## config.mk

```make
export PLATFORM = sky130hd
export DESIGN_NAME = header_framed_packet_receiver_unit_flat
export DESIGN_NICKNAME = d
export VERILOG_FILES = /design/src/rtl/hfpr_pkg.sv /design/src/rtl/hfpr_if.sv /design/src/rtl/hfpr_parser.sv /design/src/rtl/hfpr_out_reg.sv /design/src/rtl/header_framed_packet_receiver_unit.sv /design/src/flat_wrapper.sv
export SDC_FILE = /design/constraint.sdc
export NUM_CORES = 1
export LEC_CHECK = 0
export BUFFER_PORTS_ARGS = -buffer_cell sky130_fd_sc_hd__buf_2
export CORE_MARGIN = 2
export CORE_UTILIZATION = 40
export DETAILED_ROUTE_END_ITERATION = 8
export MAX_ROUTING_LAYER = met4
export PLACE_DENSITY = 0.57
export SLEW_MARGIN = 25
export SYNTH_ARGS = -nofsm -noshare
export SYNTH_HDL_FRONTEND = slang
export SYNTH_SLANG_ARGS = --single-unit
```

## constraint.sdc

```tcl
create_clock -name clk -period 8.6 [get_ports clk]
set_clock_uncertainty 0.15 [all_clocks]
set_input_delay 0.86 -clock clk [delete_from_list [all_inputs] [get_ports clk]]
set_output_delay 0.86 -clock clk [all_outputs]
set_load 0.02 [all_outputs]
```

## src/rtl/hfpr_pkg.sv

```systemverilog
// Shared types and constants for the header-framed packet receiver.
// Holds the frame result type, the sync register pair type and register indexes.
// No dependencies; every other file in this block uses it by scoped names.
`default_nettype none

package hfpr_pkg;

  // Field widths of the byte stream and of one decoded frame.
  localparam int unsigned BYTE_W = 8;
  localparam int unsigned PAYLOAD_W = 48;
  localparam int unsigned PAYLOAD_SLOTS = PAYLOAD_W / BYTE_W;

  // Configuration port layout.
  localparam int unsigned CFG_IDX_W = 1;
  localparam int unsigned CFG_DATA_W = 8;
  localparam logic [CFG_IDX_W-1:0] CFG_SYNC_FIRST = 1'b0;
  localparam logic [CFG_IDX_W-1:0] CFG_SYNC_SECOND = 1'b1;

  // Reset values of the header registers.
  localparam logic [BYTE_W-1:0] SYNC_FIRST_RST = 8'hAA;
  localparam logic [BYTE_W-1:0] SYNC_SECOND_RST = 8'h55;

  // The pair of header bytes the parser compares against.
  typedef struct packed {
    logic [BYTE_W-1:0] first;
    logic [BYTE_W-1:0] second;
  } sync_cfg_t;

  // One decoded frame, handed from the parser to the output register.
  typedef struct packed {
    logic [BYTE_W-1:0]    command;
    logic [PAYLOAD_W-1:0] payload;
    logic                 good;
    logic [BYTE_W-1:0]    sum;
  } frame_t;

endpackage

`default_nettype wire

```

## src/rtl/hfpr_if.sv

```systemverilog
// Valid/ready channel interfaces for the packet receiver.
// hfpr_byte_if carries received bytes, hfpr_frame_if carries decoded frames.
// Depends on hfpr_pkg for field widths.
`default_nettype none

interface hfpr_byte_if;
  logic                         valid;
  logic                         ready;
  logic [hfpr_pkg::BYTE_W-1:0]  rx_byte;

  modport source (output valid, output rx_byte, input ready);
  modport sink (input valid, input rx_byte, output ready);
endinterface

interface hfpr_frame_if;
  logic                           valid;
  logic                           ready;
  logic [hfpr_pkg::BYTE_W-1:0]    frame_command;
  logic [hfpr_pkg::PAYLOAD_W-1:0] frame_payload;
  logic                           frame_good;
  logic [hfpr_pkg::BYTE_W-1:0]    computed_sum;

  modport source (output valid, output frame_command, output frame_payload,
                  output frame_good, output computed_sum, input ready);
  modport sink (input valid, input frame_command, input frame_payload,
                input frame_good, input computed_sum, output ready);
endinterface

`default_nettype wire

```

## src/rtl/hfpr_parser.sv

```systemverilog
// Byte input register and frame parser of the packet receiver.
// Tracks the frame position, running checksum, command and payload bytes.
// Depends on hfpr_pkg and hfpr_if.
`default_nettype none

module hfpr_parser #(
  parameter int unsigned PAYLOAD_BYTES = 6
) (
  input  wire logic                clk,
  input  wire logic                rst,
  hfpr_byte_if.sink                rx,
  input  wire hfpr_pkg::sync_cfg_t sync_cfg,
  input  wire logic                slot_free,
  output logic                     res_valid,
  output hfpr_pkg::frame_t         res
);

  localparam int unsigned POS_CHECK_I = 3 + PAYLOAD_BYTES;
  localparam int unsigned PosW = $clog2(POS_CHECK_I + 1);
  localparam logic [PosW-1:0] POS_HUNT = PosW'(0);
  localparam logic [PosW-1:0] POS_SECOND = PosW'(1);
  localparam logic [PosW-1:0] POS_COMMAND = PosW'(2);
  localparam logic [PosW-1:0] POS_PAYLOAD0 = PosW'(3);
  localparam logic [PosW-1:0] POS_CHECK = PosW'(POS_CHECK_I);

  localparam int unsigned BW = hfpr_pkg::BYTE_W;

  // Input register.
  logic          in_valid;
  logic [BW-1:0] in_byte;

  // Frame state.
  logic [PosW-1:0]                pos;
  logic [PosW-1:0]                pos_next;
  logic [BW-1:0]                  sum;
  logic [BW-1:0]                  sum_next;
  logic [BW-1:0]                  command;
  logic [BW-1:0]                  command_next;
  logic [hfpr_pkg::PAYLOAD_W-1:0] payload;
  logic [hfpr_pkg::PAYLOAD_W-1:0] payload_next;

  logic emit;
  logic advance;

  // The held byte moves on unless it closes a frame while the output is full.
  assign emit = (pos == POS_CHECK);
  assign advance = in_valid && (!emit || slot_free);
  assign rx.ready = !in_valid || advance;

  always_ff @(posedge clk) begin
    if (rst) begin
      in_valid <= 1'b0;
    end else if (rx.valid && rx.ready) begin
      in_valid <= 1'b1;
    end else if (advance) begin
      in_valid <= 1'b0;
    end
  end

  always_ff @(posedge clk) begin
    if (rx.valid && rx.ready) begin
      in_byte <= rx.rx_byte;
    end
  end

  // Next frame state for the held byte.
  always_comb begin
    pos_next = pos;
    sum_next = sum;
    command_next = command;
    payload_next = payload;
    if (pos == POS_HUNT) begin
      if (in_byte == sync_cfg.first) begin
        sum_next = in_byte;
        pos_next = POS_SECOND;
      end
    end else if (pos == POS_SECOND) begin
      // A wrong second byte drops back to the hunt without being rescanned.
      if (in_byte == sync_cfg.second) begin
        sum_next = sum + in_byte;
        pos_next = POS_COMMAND;
      end else begin
        pos_next = POS_HUNT;
      end
    end else if (pos == POS_COMMAND) begin
      command_next = in_byte;
      payload_next = '0;
      sum_next = sum + in_byte;
      pos_next = POS_PAYLOAD0;
    end else if (pos >= POS_PAYLOAD0 && pos < POS_CHECK) begin
      // Bytes beyond the sixth only enter the checksum.
      for (int k = 0; k < hfpr_pkg::PAYLOAD_SLOTS; k++) begin
        if (k < PAYLOAD_BYTES && pos == PosW'(3 + k)) begin
          payload_next[k*BW +: BW] = in_byte;
        end
      end
      sum_next = sum + in_byte;
      pos_next = pos + PosW'(1);
    end else begin
      // Checksum byte and any meaningless position return to the hunt.
      pos_next = POS_HUNT;
    end
  end

  always_ff @(posedge clk) begin
    if (rst) begin
      pos <= POS_HUNT;
    end else if (advance) begin
      pos <= pos_next;
    end
  end

  always_ff @(posedge clk) begin
    if (advance) begin
      sum <= sum_next;
      command <= command_next;
      payload <= payload_next;
    end
  end

  // Result of the checksum byte.
  assign res_valid = advance && emit;
  assign res.command = command;
  assign res.payload = payload;
  assign res.good = (in_byte == sum);
  assign res.sum = sum;

endmodule

`default_nettype wire

```

## src/rtl/hfpr_out_reg.sv

```systemverilog
// Output register of the packet receiver: holds one decoded frame until taken.
// Frees its slot in the same cycle the sink takes the held frame.
// Depends on hfpr_pkg and hfpr_if.
`default_nettype none

module hfpr_out_reg (
  input  wire logic             clk,
  input  wire logic             rst,
  input  wire logic             res_valid,
  input  wire hfpr_pkg::frame_t res,
  output logic                  slot_free,
  hfpr_frame_if.source          frame
);

  logic             valid;
  hfpr_pkg::frame_t data;

  assign slot_free = !valid || frame.ready;

  // Valid flag of the held frame.
  always_ff @(posedge clk) begin
    if (rst) begin
      valid <= 1'b0;
    end else if (slot_free) begin
      valid <= res_valid;
    end
  end

  always_ff @(posedge clk) begin
    if (slot_free && res_valid) begin
      data <= res;
    end
  end

  assign frame.valid = valid;
  assign frame.frame_command = data.command;
  assign frame.frame_payload = data.payload;
  assign frame.frame_good = data.good;
  assign frame.computed_sum = data.sum;

endmodule

`default_nettype wire

```

## src/rtl/header_framed_packet_receiver_unit.sv

```systemverilog
// Top level of the header-framed packet receiver.
// Holds the sync header registers and connects the parser to the output register.
// Depends on hfpr_pkg, hfpr_if, hfpr_parser and hfpr_out_reg.
`default_nettype none

// Receives one byte per transaction on rx and hunts for the two-byte sync
// header held in registers 0 (first byte, reset 0xAA) and 1 (second byte,
// reset 0x55). After the header come a command byte, PAYLOAD_BYTES payload
// bytes and a checksum byte; at the checksum byte one transaction on frame
// carries the command, the payload (first payload byte in bits 7:0), the
// 8-bit sum of header, command and payload, and a flag that says whether
// the checksum byte matched it. The block takes one byte every cycle while
// rx.ready is high: a byte goes into an input register and is parsed from
// there into the output register, so a frame is valid once its checksum
// byte has passed through both registers. rx.ready drops only while a
// checksum byte waits for the output register, which is still held by an
// earlier frame the sink has not taken.

module header_framed_packet_receiver_unit #(
  parameter int unsigned PAYLOAD_BYTES = 6
) (
  input  wire logic                             clk,
  input  wire logic                             rst,
  hfpr_byte_if.sink                             rx,
  hfpr_frame_if.source                          frame,
  input  wire logic                             cfg_write,
  input  wire logic [hfpr_pkg::CFG_IDX_W-1:0]   cfg_index,
  input  wire logic [hfpr_pkg::CFG_DATA_W-1:0]  cfg_data
);

  hfpr_pkg::sync_cfg_t sync_cfg;
  hfpr_pkg::frame_t    res;
  logic                res_valid;
  logic                slot_free;

  // Header byte registers.
  always_ff @(posedge clk) begin
    if (rst) begin
      sync_cfg.first <= hfpr_pkg::SYNC_FIRST_RST;
      sync_cfg.second <= hfpr_pkg::SYNC_SECOND_RST;
    end else if (cfg_write) begin
      case (cfg_index)
        hfpr_pkg::CFG_SYNC_FIRST: begin
          sync_cfg.first <= cfg_data[hfpr_pkg::BYTE_W-1:0];
        end
        hfpr_pkg::CFG_SYNC_SECOND: begin
          sync_cfg.second <= cfg_data[hfpr_pkg::BYTE_W-1:0];
        end
        default: begin
          sync_cfg <= sync_cfg;
        end
      endcase
    end
  end

  hfpr_parser #(
    .PAYLOAD_BYTES(PAYLOAD_BYTES)
  ) u_parser (
    .clk       (clk),
    .rst       (rst),
    .rx        (rx),
    .sync_cfg  (sync_cfg),
    .slot_free (slot_free),
    .res_valid (res_valid),
    .res       (res)
  );

  hfpr_out_reg u_out_reg (
    .clk       (clk),
    .rst       (rst),
    .res_valid (res_valid),
    .res       (res),
    .slot_free (slot_free),
    .frame     (frame)
  );

`ifndef SYNTHESIS
  // A new frame is never written over one the sink has not taken.
  assert property (@(posedge clk) disable iff (rst) res_valid |-> slot_free)
    else $error("frame result issued while the output register is full");

  // A taken frame leaves the output empty unless another one arrives.
  assert property (@(posedge clk) disable iff (rst)
      frame.valid && frame.ready && !res_valid |=> !frame.valid)
    else $error("output stayed valid after its frame was taken");

  // Coming out of reset the receiver can take a byte at once.
  assert property (@(posedge clk) disable iff (rst) $past(rst) |-> rx.ready)
    else $error("receiver not ready after reset");
`endif

endmodule

`default_nettype wire

```

## src/flat_wrapper.sv

```systemverilog
// flat-port wrapper written by rule: the top's interface ports become plain ports
module header_framed_packet_receiver_unit_flat 
#(
  parameter int unsigned PAYLOAD_BYTES = 6
)
  (clk, rst, cfg_write, cfg_index, cfg_data, rx_valid, rx_rx_byte, rx_ready, frame_valid, frame_frame_command, frame_frame_payload, frame_frame_good, frame_computed_sum, frame_ready);
  hfpr_byte_if rx_i ();
  hfpr_frame_if frame_i ();
  input  wire logic clk;
  input  wire logic rst;
  input  wire logic cfg_write;
  input  wire logic [hfpr_pkg::CFG_IDX_W-1:0] cfg_index;
  input  wire logic [hfpr_pkg::CFG_DATA_W-1:0] cfg_data;
  input wire logic [$bits(rx_i.valid)-1:0] rx_valid;
  input wire logic [$bits(rx_i.rx_byte)-1:0] rx_rx_byte;
  output wire logic [$bits(rx_i.ready)-1:0] rx_ready;
  output wire logic [$bits(frame_i.valid)-1:0] frame_valid;
  output wire logic [$bits(frame_i.frame_command)-1:0] frame_frame_command;
  output wire logic [$bits(frame_i.frame_payload)-1:0] frame_frame_payload;
  output wire logic [$bits(frame_i.frame_good)-1:0] frame_frame_good;
  output wire logic [$bits(frame_i.computed_sum)-1:0] frame_computed_sum;
  input wire logic [$bits(frame_i.ready)-1:0] frame_ready;
  assign rx_i.valid = rx_valid;
  assign rx_i.rx_byte = rx_rx_byte;
  assign rx_ready = rx_i.ready;
  assign frame_valid = frame_i.valid;
  assign frame_frame_command = frame_i.frame_command;
  assign frame_frame_payload = frame_i.frame_payload;
  assign frame_frame_good = frame_i.frame_good;
  assign frame_computed_sum = frame_i.computed_sum;
  assign frame_i.ready = frame_ready;
  header_framed_packet_receiver_unit #(.PAYLOAD_BYTES(PAYLOAD_BYTES)) u_core (.clk(clk), .rst(rst), .rx(rx_i), .frame(frame_i), .cfg_write(cfg_write), .cfg_index(cfg_index), .cfg_data(cfg_data));
endmodule
```

==> impl_metrics.csv, run 1 <==
group,metric,value,unit
clock_tree,cts_tree,"yes",
route,viasPerCell,4.98,
cells_and_area,finalNetCount,494,
clock_tree,cts_buffer_depth,2,
clock_tree,ctsHoldBuffers,0,
timing,timing.final.crit_period,2.95,ns
synth,syn_nets,396,
floorplan,core_area,0.0145,mm²
route,wire_per_inst,17.1,µm
critical_path,crit_path_end_kind,"output pin",
floorplan,row_count,44,
clock_tree,cts.sinks,159,
floorplan,io_pins,89,
placed_design,postPlaceCellArea,0.00658,mm²
clock_tree,cts_resized,0,
clock_tree,cts-htree-levels,4,
synth,synthArstFlopShare,0,
critical_path,r2r-end,"u_core.u_parser.sum[4]",
critical_path,required,7.59,ns
power,cellPowerDensity,233,mW/mm²
clock_tree,root_buffer,"clkbuf_16",
placed_design,io_buffers,88,
synth,syn-cell-area,0.00592,mm²
hold_path,whs_endpoint,"u_core.u_out_reg.frame.frame_payload[24]",
floorplan,start_util,0.409,
timing,tightest_slew,0.959,ns
route,firstDrtPassIters,4,
placed_design,post-dp-hpwl,7660,µm
critical_path,setup.worst_path.start_class,"flop",
cells_and_area,final_cells,657,
timing,hold_viol_final,0,
timing,report.final.slew_viol_count,0,
synth,synth_cell_types,53,
critical_path,r2r-start,"u_core.u_parser.pos[2]",
route,first_iter_violations,296,
route,routed-wl-met2,5160,µm
route,wl_met1,5240,µm
placed_design,dp.cells,625,
global_routing,grt-ovfl-total,0,
floorplan,die_h,126,µm
power,peakVddDrop,0.129,mV
clock_tree,post_cts_buffers,0,
hold_path,hold_class,"reg2reg",
clock_tree,cts-buffers-inserted,17,
critical_path,path_max_fanout,10,
run,cap_violations,0,
critical_path,arrival,1.94,ns
synth,yosys_warnings,0,
critical_path,reg2reg_depth,5,
global_routing,grt_pass1_wl,17700,µm
route,dr.max_layer_used,"met4",
cells_and_area,antenna_cells,0,
hold_path,hp-start,"u_core.u_parser.payload[24]",
cells_and_area,stdcell_area,0.00719,mm²
synth,syn_inst,362,
global_routing,grt_pass1_vias,3234,
timing,hold_slack,0.268,ns
route,ant_nets,0,
floorplan,die_area,0.0158,mm²
timing,max_freq,0.339,GHz
timing,fin_tns_setup,0,ns
timing,post-route-period-util,0.343,
placed_design,gp_congestion,0.925,
synth,synth_seq_area_share,0.769,
cells_and_area,fillCellCount,1218,
synth,synth-edff-count,137,
global_routing,grt_antenna_before_repair,0,
synth,synth_ff_type,"edfxtp_1",
route,drc,0,
cells_and_area,syn_to_final_growth,21.5,%
clock_tree,clk_latency,0.42,ns
critical_path,crit_type,"reg2out",
route,route.met3.wl,674,µm
timing,rsz0062_at_grt,"false",
critical_path,rrSetupSlack,5.87,ns
route,wirelength,11200,µm
synth,syn_avg_cell_area,16.4,µm²
route,num_vias,3272,
clock_tree,clk_pin_slew,0.06,ns
status,outcome,"complete, no violations",
synth,ys_ff_latch,159,
global_routing,grt_usage,0.154,
power,p_leak,0.00257,µW
timing,slew_headroom,0.359,
hold_path,worstHoldPathCells,0,
floorplan,fp.dieW,126,µm
global_routing,grt_max_degree,66,
cells_and_area,postLayoutCoreUtil,0.497,
cells_and_area,drive_gt1_frac,0.268,
timing,setup_violations,0,
[critical path: stages (launching register included)]
cell      delay (ns)
dfxtp_1         0.35
inv_1           0.12
ha_1            0.38
nand4b_1        0.21
or2_1           0.29
buf_2           0.17
[routing by layer]
| layer | vias up | GRT usage |
|---|---|---|
| met3 | 14 | 0.0433 |
| met5 | - | - |
| met4 | 0 | 0.0647 |
| met2 | 128 | 0.228 |
| li1 | 1579 | - |
| met1 | 1551 | 0.201 |
[sequential cells by signal (all words and copies together), names as in the netlist]
name / flops
u_core.u_out_reg.frame.computed_sum: 8
u_core.u_parser.payload: 48
u_core.u_parser.pos: 4
u_core.sync_cfg: 16
u_core.u_parser.in_valid: 1
u_core.u_out_reg.frame.frame_good: 1
u_core.u_parser.in_byte: 8
u_core.u_out_reg.frame.frame_payload: 48
u_core.u_out_reg.frame.frame_command: 8
u_core.u_parser.command: 8
u_core.u_parser.sum: 8
u_core.u_out_reg.frame.valid: 1
[power by group]
group	switching, µW	internal, µW	total, µW	leakage [µW]
sequential	9.11	838	848	0.00142
combinational	23.5	20.4	43.9	0.000859
clock	297	487	783	0.000293
[cell families after synthesis]
family                   after synthesis  share of synthesized area
AO/OA/AOI/OAI                         62                     0.0716
XOR/XNOR                              21                     0.0311
adder cells (fa/ha/maj)               12                     0.0266
buffers and inverters                 23                     0.0165
flip-flops                           159                      0.769
multiplexers                           6                     0.0104
AND/OR/NAND/NOR                       79                     0.0750
[how the worst max path moves through the flow]
stage	slack (ns)	cells after the start	to	start
2_1_floorplan	4.13	3	u_core.u_out_reg.frame.computed_sum[0]	frame_ready
3_5_place_dp	5.82	6	u_core.u_parser.sum[6]	frame_ready
4_1_cts	5.70	5	rx_ready	u_core.u_parser.pos[1]
5_1_grt	5.56	5	rx_ready	u_core.u_parser.pos[1]
6_report	5.65	5	rx_ready	u_core.u_parser.pos[1]
3_3_place_gp	5.66	5	u_core.u_parser.sum[5]	frame_ready
[final cells by class]
cell class / instances / area (µm²) / area share
Tap cell: 184 / 230 / 0.0320
Clock buffer: 19 / 433 / 0.0602
Timing Repair Buffer: 92 / 468 / 0.0650
Clock inverter: 13 / 186 / 0.0259
Sequential cell: 159 / 4550 / 0.633
Multi-Input combinational cell: 180 / 1280 / 0.179
Inverter: 10 / 37.5 / 0.00522
[metrics by stage]
| stage | total power, µW | setup slack (ns) |
|---|---|---|
| 6_report | 1670 | 5.65 |
| 3_3_place_gp | 907 | 5.66 |
| 3_5_place_dp | 908 | 5.82 |
| 2_1_floorplan | 892 | 4.13 |
| 5_1_grt | 1730 | 5.56 |
| 4_1_cts | 1690 | 5.70 |
[synthesized netlist by cell type (8+ instances only)]
master	n	area (µm²)
nor2b_1	13	81.3
inv_1	8	30.0
xnor2_1	17	149
ha_1	11	138
o21ai_1	8	40.0
nand2_1	16	60.1
nor2_1	11	41.3
a211o_1	9	78.8
dfxtp_1	22	440
a21oi_1	14	70.1
edfxtp_1	137	4110
[layout by cell type (no fill, tap or decap), types with 4 or more instances in the layout]
cell type,n
edfxtp_1,137
buf_2,89
dfxtp_1,22
xnor2_1,17
clkbuf_16,17
nand2_1,16
a21oi_1,14
nor2b_1,13
ha_1,11
nor2_1,10
a211o_1,9
inv_1,8
o21ai_1,8
o21ai_0,6
nand3_1,6
mux2i_1,5
nand4_1,5
and3_1,5
a211oi_1,4
xor2_1,4
bufinv_16,4
(Power assumes the default switching activity.)
==> inputs of run 2 (changes only) <==
--- a/config.mk
+++ b/config.mk
@@ -5,6 +5,7 @@
 export SDC_FILE = /design/constraint.sdc
 export NUM_CORES = 1
 export LEC_CHECK = 0
+export ABC_AREA = 1
 export BUFFER_PORTS_ARGS = -buffer_cell sky130_fd_sc_hd__buf_2
 export CORE_MARGIN = 2
 export CORE_UTILIZATION = 40
==> constraint.sdc (replaced) <==
create_clock -name clk -period 2.8 [get_ports clk]
set_clock_uncertainty 0.15 [all_clocks]
set_input_delay 0.28 -clock clk [delete_from_list [all_inputs] [get_ports clk]]
set_output_delay 0.28 -clock clk [all_outputs]
set_load 0.02 [all_outputs]
==> run 2 against run 1 <==
Die area rose by 1.4%. Non-clock buffer count rose by 24. Total power rose to 3.1 times the previous value. Count of clock-buffer cells in the layout fell by 2. Worst setup slack got worse by 5.1 ns. Core utilization rose by 1.6 points. Highest routed layer unchanged. Global-route usage rose by 0.10 points. First-iteration DRC count fell by 18%. Cell area rose by 4.0%. Flip-flop and latch count did not move.
==> impl_metrics.csv, run 2 <==
group,metric,value,unit
status,outcome,"complete, no violations",
global_routing,grt_pass1_wl,18000,µm
cells_and_area,syn_to_final_growth,24.5,%
route,ant_nets,0,
critical_path,setup.worst_path.start_class,"flop",
clock_tree,cts_buffer_depth,2,
cells_and_area,drive_gt1_frac,0.261,
power,p_leak,0.00294,µW
floorplan,start_util,0.412,
clock_tree,cts-buffers-inserted,17,
timing,hold_viol_final,0,
synth,ys_ff_latch,159,
clock_tree,post_cts_buffers,0,
synth,netlist.area_leader.share,0.685,
clock_tree,cts.sinks,159,
timing,timing.final.crit_period,2.29,ns
clock_tree,cts_tree,"yes",
floorplan,die_area,0.0160,mm²
global_routing,grt_antenna_before_repair,0,
clock_tree,clk_latency,0.42,ns
critical_path,arrival,2.30,ns
synth,syn-cell-area,0.00601,mm²
route,firstDrtPassIters,4,
floorplan,core_area,0.0146,mm²
synth,yosys_warnings,0,
run,cap_violations,0,
synth,syn_inst,436,
route,wire_per_inst,14.7,µm
global_routing,grt_max_degree,66,
route,route.met3.wl,704,µm
timing,report.final.slew_viol_count,0,
route,wl_met1,4890,µm
floorplan,io_pins,89,
route,routed-wl-met2,5480,µm
power,fin_total_pwr,5170,µW
synth,synth-edff-count,137,
route,drc,0,
route,num_vias,3483,
cells_and_area,finalNetCount,600,
global_routing,grt-ovfl-total,0,
timing,tightest_slew,0.597,ns
floorplan,die_h,127,µm
clock_tree,root_buffer,"clkbuf_16",
placed_design,postPlaceCellArea,0.00675,mm²
timing,rsz0062_at_grt,"false",
synth,synth_area_leaders,"edfxtp_1 (68%), dfxtp_1 (7.3%), nand2_1 (5.1%)",
clock_tree,cts-htree-levels,4,
cells_and_area,layout_commonest_cell,"edfxtp_1",
cells_and_area,final_cell_mix,"edfxtp_1 (137), buf_2 (88), nand2_1 (81), inv_1 (42), nor2_1 (41)",
hold_path,hold_class,"in2reg",
placed_design,post-dp-hpwl,7940,µm
timing,hold_slack,0.0709,ns
critical_path,path_max_fanout,5,
critical_path,crit_type,"reg2reg",
global_routing,grt_pass1_vias,3546,
power,peakVddDrop,0.414,mV
synth,synth_seq_area_share,0.758,
clock_tree,cts_resized,0,
timing,post-route-period-util,0.817,
synth,synth.most_common_cell,"edfxtp_1",
route,viasPerCell,4.56,
placed_design,gp_congestion,0.829,
clock_tree,clk_pin_slew,0.06,ns
route,dr.max_layer_used,"met4",
power,cellPowerDensity,691,mW/mm²
route,wirelength,11200,µm
floorplan,fp.dieW,127,µm
global_routing,grt_usage,0.155,
route,first_iter_violations,244,
synth,synthArstFlopShare,0,
timing,max_freq,0.437,GHz
synth,synth_cell_types,31,
synth,synth_top_area_cell,"edfxtp_1",
placed_design,io_buffers,88,
floorplan,row_count,44,
critical_path,crit_path_end_kind,"flop",
cells_and_area,fillCellCount,1208,
cells_and_area,antenna_cells,0,
critical_path,required,2.82,ns
synth,syn_nets,470,
timing,slew_headroom,0.602,
cells_and_area,stdcell_area,0.00748,mm²
synth,synth_ff_type,"edfxtp_1",
synth,netlist_top_cells_count,"edfxtp_1 (137), nand2_1 (81), inv_1 (44)",
timing,setup_violations,0,
synth,syn_avg_cell_area,13.8,µm²
run 2: repair_timing:
action                     in CTS  in global routing
hold endpoints to repair       22                  0
setup endpoints to repair       0                  0
hold buffers                   18                  0
run 2: path summary, 6_finish.rpt:
path | startpoint | cells after the start | endpoint | slack (ns)
setup / recovery | u_core.u_parser.in_byte[0] | 10 | u_core.u_parser.sum[6] | 0.51
hold / removal | cfg_index | 4 | u_core.sync_cfg[9] | 0.07
setup reg to reg | u_core.u_parser.in_byte[0] | 10 | u_core.u_parser.sum[6] | 0.51
hold reg to reg | u_core.u_parser.payload[23] | 0 | u_core.u_out_reg.frame.frame_payload[23] | 0.27
run 2: per-layer routing:
layer / vias to the layer above / global-route usage
li1: 1772 / -
met1: 1615 / 0.190
met2: 88 / 0.247
met3: 8 / 0.0502
met4: 0 / 0.0485
met5: - / -
run 2: through the flow:
stage | util | setup WS [ns] | setup TNS, ns | std cells
floorplan | - | -0.592 | -38.95 | 436
detailed placement | 0.462 | 0.529 | 0 | 713
global route | 0.513 | 0.330 | 0 | 763
CTS | 0.513 | 0.510 | 0 | 763
finish | 0.513 | 0.513 | 0 | 763
global placement | 0.462 | 0.585 | 0 | 713
run 2: cell families (layout without fill, tap and decap cells):
| family | Yosys count | count (layout) | share of synthesized area |
|---|---|---|---|
| flops | 159 | 159 | 0.758 |
| simple gates | 159 | 159 | 0.121 |
| buf+inv | 52 | 195 | 0.0381 |
| compound gates | 41 | 41 | 0.0373 |
| xor+xnor | 13 | 13 | 0.0190 |
| fa+ha+maj | 12 | 12 | 0.0262 |
run 2: critical path: stages (launching register included):
cell and delay [ns]:
edfxtp_1 0.45, ha_1 0.21, inv_1 0.06, fa_1 0.40, inv_1 0.08, nand3_1 0.06, nand2_1 0.12, a21oi_1 0.10
or2_2 0.27, nand3_1 0.07, o21ai_1 0.06
run 2: power breakdown:
group	switching [µW]	total [µW]	internal [µW]
Sequential	40.1	2660	2620
Combinational	243	386	143
Clock	959	2120	1170
Total	1240	5170	3930
run 2: area by class of cell:
| class | count | area (µm²) | area share |
|---|---|---|---|
| Sequential cell | 159 | 4560 | 0.609 |
| Clock inverter | 15 | 130 | 0.0174 |
| Clock buffer | 17 | 425 | 0.0569 |
| Tap cell | 184 | 230 | 0.0308 |
| Timing Repair Buffer | 116 | 708 | 0.0947 |
| Multi-Input combinational cell | 225 | 1250 | 0.167 |
| Inverter | 47 | 179 | 0.0239 |
==> inputs of run 3 (changes only) <==
--- a/config.mk
+++ b/config.mk
@@ -5,7 +5,7 @@
 export SDC_FILE = /design/constraint.sdc
 export NUM_CORES = 1
 export LEC_CHECK = 0
-export ABC_AREA = 1
+export ABC_AREA = 0
 export BUFFER_PORTS_ARGS = -buffer_cell sky130_fd_sc_hd__buf_2
 export CORE_MARGIN = 2
 export CORE_UTILIZATION = 40
==> constraint.sdc (replaced) <==
create_clock -name clk -period 2.15 [get_ports clk]
set_clock_uncertainty 0.15 [all_clocks]
set_input_delay 0.215 -clock clk [delete_from_list [all_inputs] [get_ports clk]]
set_output_delay 0.215 -clock clk [all_outputs]
set_load 0.02 [all_outputs]
==> run 3 against run 2 <==
Largest cell class unchanged. Flip-flop and latch count did not move. Critical endpoint unchanged. Largest power group unchanged. Core utilization rose by 3.3 points. Sequential share of layout area fell by 3.2 points. Critical path type unchanged. Wire length rose by 8.3%. Worst setup slack got worse by 0.52 ns. The flow now finishes with violations (setup timing). Global-route usage rose by 0.46 points.
==> impl_metrics.csv, run 3 (same netlist as run 1, synthesis figures left out) <==
group,metric,value,unit
global_routing,grt_max_degree,40,
route,wire_per_inst,16.7,µm
cells_and_area,layout_commonest_cell,"edfxtp_1",
power,power_switching,1400,µW
cells_and_area,syn_to_final_growth,33.4,%
power,switching_share,0.208,
global_routing,grt-ovfl-total,0,
clock_tree,cts_tree,"yes",
power,intPower,5340,µW
placed_design,io_buffers,88,
status,violations,"setup timing",
critical_path,critPathTopFamily,"simple AND/OR/NAND/NOR gates",
route,firstDrtPassIters,4,
floorplan,io_pins,89,
hold_path,hold_class,"in2reg",
critical_path,crit_path_end_kind,"flop",
critical_path,required,2.29,ns
placed_design,gp_congestion,0.919,
critical_path,path_max_fanout,4,
global_routing,grt_usage,0.160,
power,combPwrFrac,0.039,
placed_design,postPlaceCellArea,0.00690,mm²
clock_tree,cts.sinks,159,
timing,post-route-period-util,1.00,
critical_path,crit_type,"reg2reg",
floorplan,start_util,0.409,
clock_tree,cts-buffers-inserted,17,
critical_path,crit_slowest_cell,"or4_1",
timing,worst_slack,-0.00473,ns
clock_tree,cts_buffer_depth,2,
cells_and_area,final_cell_mix,"edfxtp_1 (137), buf_2 (88), buf_4 (47), dfxtp_1 (21), dlygate4sd3_1 (20)",
critical_path,crit_path_cell_trace,"ha_1 > nor2b_1 > o21ai_2 > a21boi_2 > or4_1 > nand3_1",
timing,hold_viol_final,0,
floorplan,fp.dieW,126,µm
critical_path,arrival,2.29,ns
cells_and_area,antenna_cells,0,
route,wirelength,12100,µm
timing,slew_headroom,0.635,
power,p_seq_frac,0.502,
critical_path,slowest_delay,0.48,ns
clock_tree,root_buffer,"clkbuf_16",
timing,timing.final.crit_period,2.15,ns
cells_and_area,finalNetCount,561,
power,p_leak,0.00292,µW
clock_tree,clk_pin_slew,0.07,ns
run,cap_violations,0,
route,viasPerCell,4.95,
status,outcome,"finished with violations",
floorplan,core_area,0.0145,mm²
floorplan,die_h,126,µm
cells_and_area,stdcell_area,0.00790,mm²
cells_and_area,drive_gt1_frac,0.363,
timing,rsz0062_at_grt,"true",
clock_tree,cts-htree-levels,4,
critical_path,setup.worst_path.start_class,"flop",
placed_design,post-dp-hpwl,8450,µm
floorplan,row_count,44,
route,ant_nets,0,
cells_and_area,postLayoutCoreUtil,0.546,
route,drc,0,
global_routing,grt_pass1_vias,3468,
power,peakVddDrop,0.552,mV
timing,tightest_slew,0.547,ns
critical_path,cp_num_buf_inv,0,
route,num_vias,3582,
power,cellPowerDensity,853,mW/mm²
clock_tree,clk_latency,0.43,ns
floorplan,die_area,0.0158,mm²
timing,setup_violations,1,
global_routing,grt_antenna_before_repair,0,
route,first_iter_violations,279,
power,clkPwrFrac,0.459,
timing,max_freq,0.464,GHz
timing,report.final.slew_viol_count,0,
global_routing,grt_pass1_wl,18400,µm
## run 3: cell count changes in the layout (fill, tap and decap cells not counted), moves of 12 or more
cell / delta
inv_1: -36
o21ai_0: -12
nor2b_1: +13
buf_4: +38
nor2_1: -31
nand2_1: -66
## run 3: final cells by class
class	count	area, µm²
flip-flops and latches	159	4560
multi-input cells	180	1410
well taps	184	230
clock inverters	15	183
repair buffers	159	1060
fillers	1160	6580
inverters	10	37.5
clock buffers	17	425
## run 3: repair_timing
action / 4_1_cts / 5_1_grt
pin swaps: 2 / 12
gates cloned: 0 / 0
setup endpoints to repair: 1 / 21
hold endpoints to repair: 25 / 0
setup buffers: 3 / 11
resized for setup: 1 / 16
hold buffers: 20 / 0
## run 3: final timing paths
| kind | from | slack [ns] | depth (start not counted) | endpoint |
|---|---|---|---|---|
| min | rst | 0.06 | 2 | u_core.sync_cfg[12] |
| max reg2reg | u_core.u_parser.in_byte[2] | -0.005 | 6 | u_core.u_parser.sum[6] |
| max | u_core.u_parser.in_byte[2] | -0.005 | 6 | u_core.u_parser.sum[6] |
| min reg2reg | u_core.u_parser.payload[40] | 0.26 | 0 | u_core.u_out_reg.frame.frame_payload[40] |
## run 3: power groups by stage
stage | Clock [µW] | Sequential [µW] | Combinational, µW
finish | 3090 | 3380 | 262
global route | 3270 | 3380 | 286
CTS | 3150 | 3380 | 240
detailed placement | 0 | 3450 | 209
global placement | 0 | 3450 | 205
floorplan | 0 | 3440 | 130
## run 3: worst reg2reg max path: cells and delay by family, from the launching register on
family | cells | cell delay (ns)
compound gates | 2 | 0.26
flops | 1 | 0.45
simple gates | 3 | 0.76
fa+ha+maj | 1 | 0.38
## run 3: metal layers
layer | share of wire | global-route usage
met5 | 0 | -
met1 | 0.44 | 0.199
met2 | 0.48 | 0.246
met4 | 0.019 | 0.0660
met3 | 0.053 | 0.0472
## run 3: metrics by stage
stage	TNS, ns	hold WS, ns	power, µW	instances	setup slack [ns]
finish	-0.00473	0.0587	6740	724	-0.00473
global route	-0.465	0.0863	6940	724	-0.0493
CTS	0	0.0475	6770	713	0.00280
detailed placement	-0.0589	0.247	3660	658	-0.0589
global placement	0	0.246	3650	658	0.0466
floorplan	-23.12	0.164	3570	362	-0.343
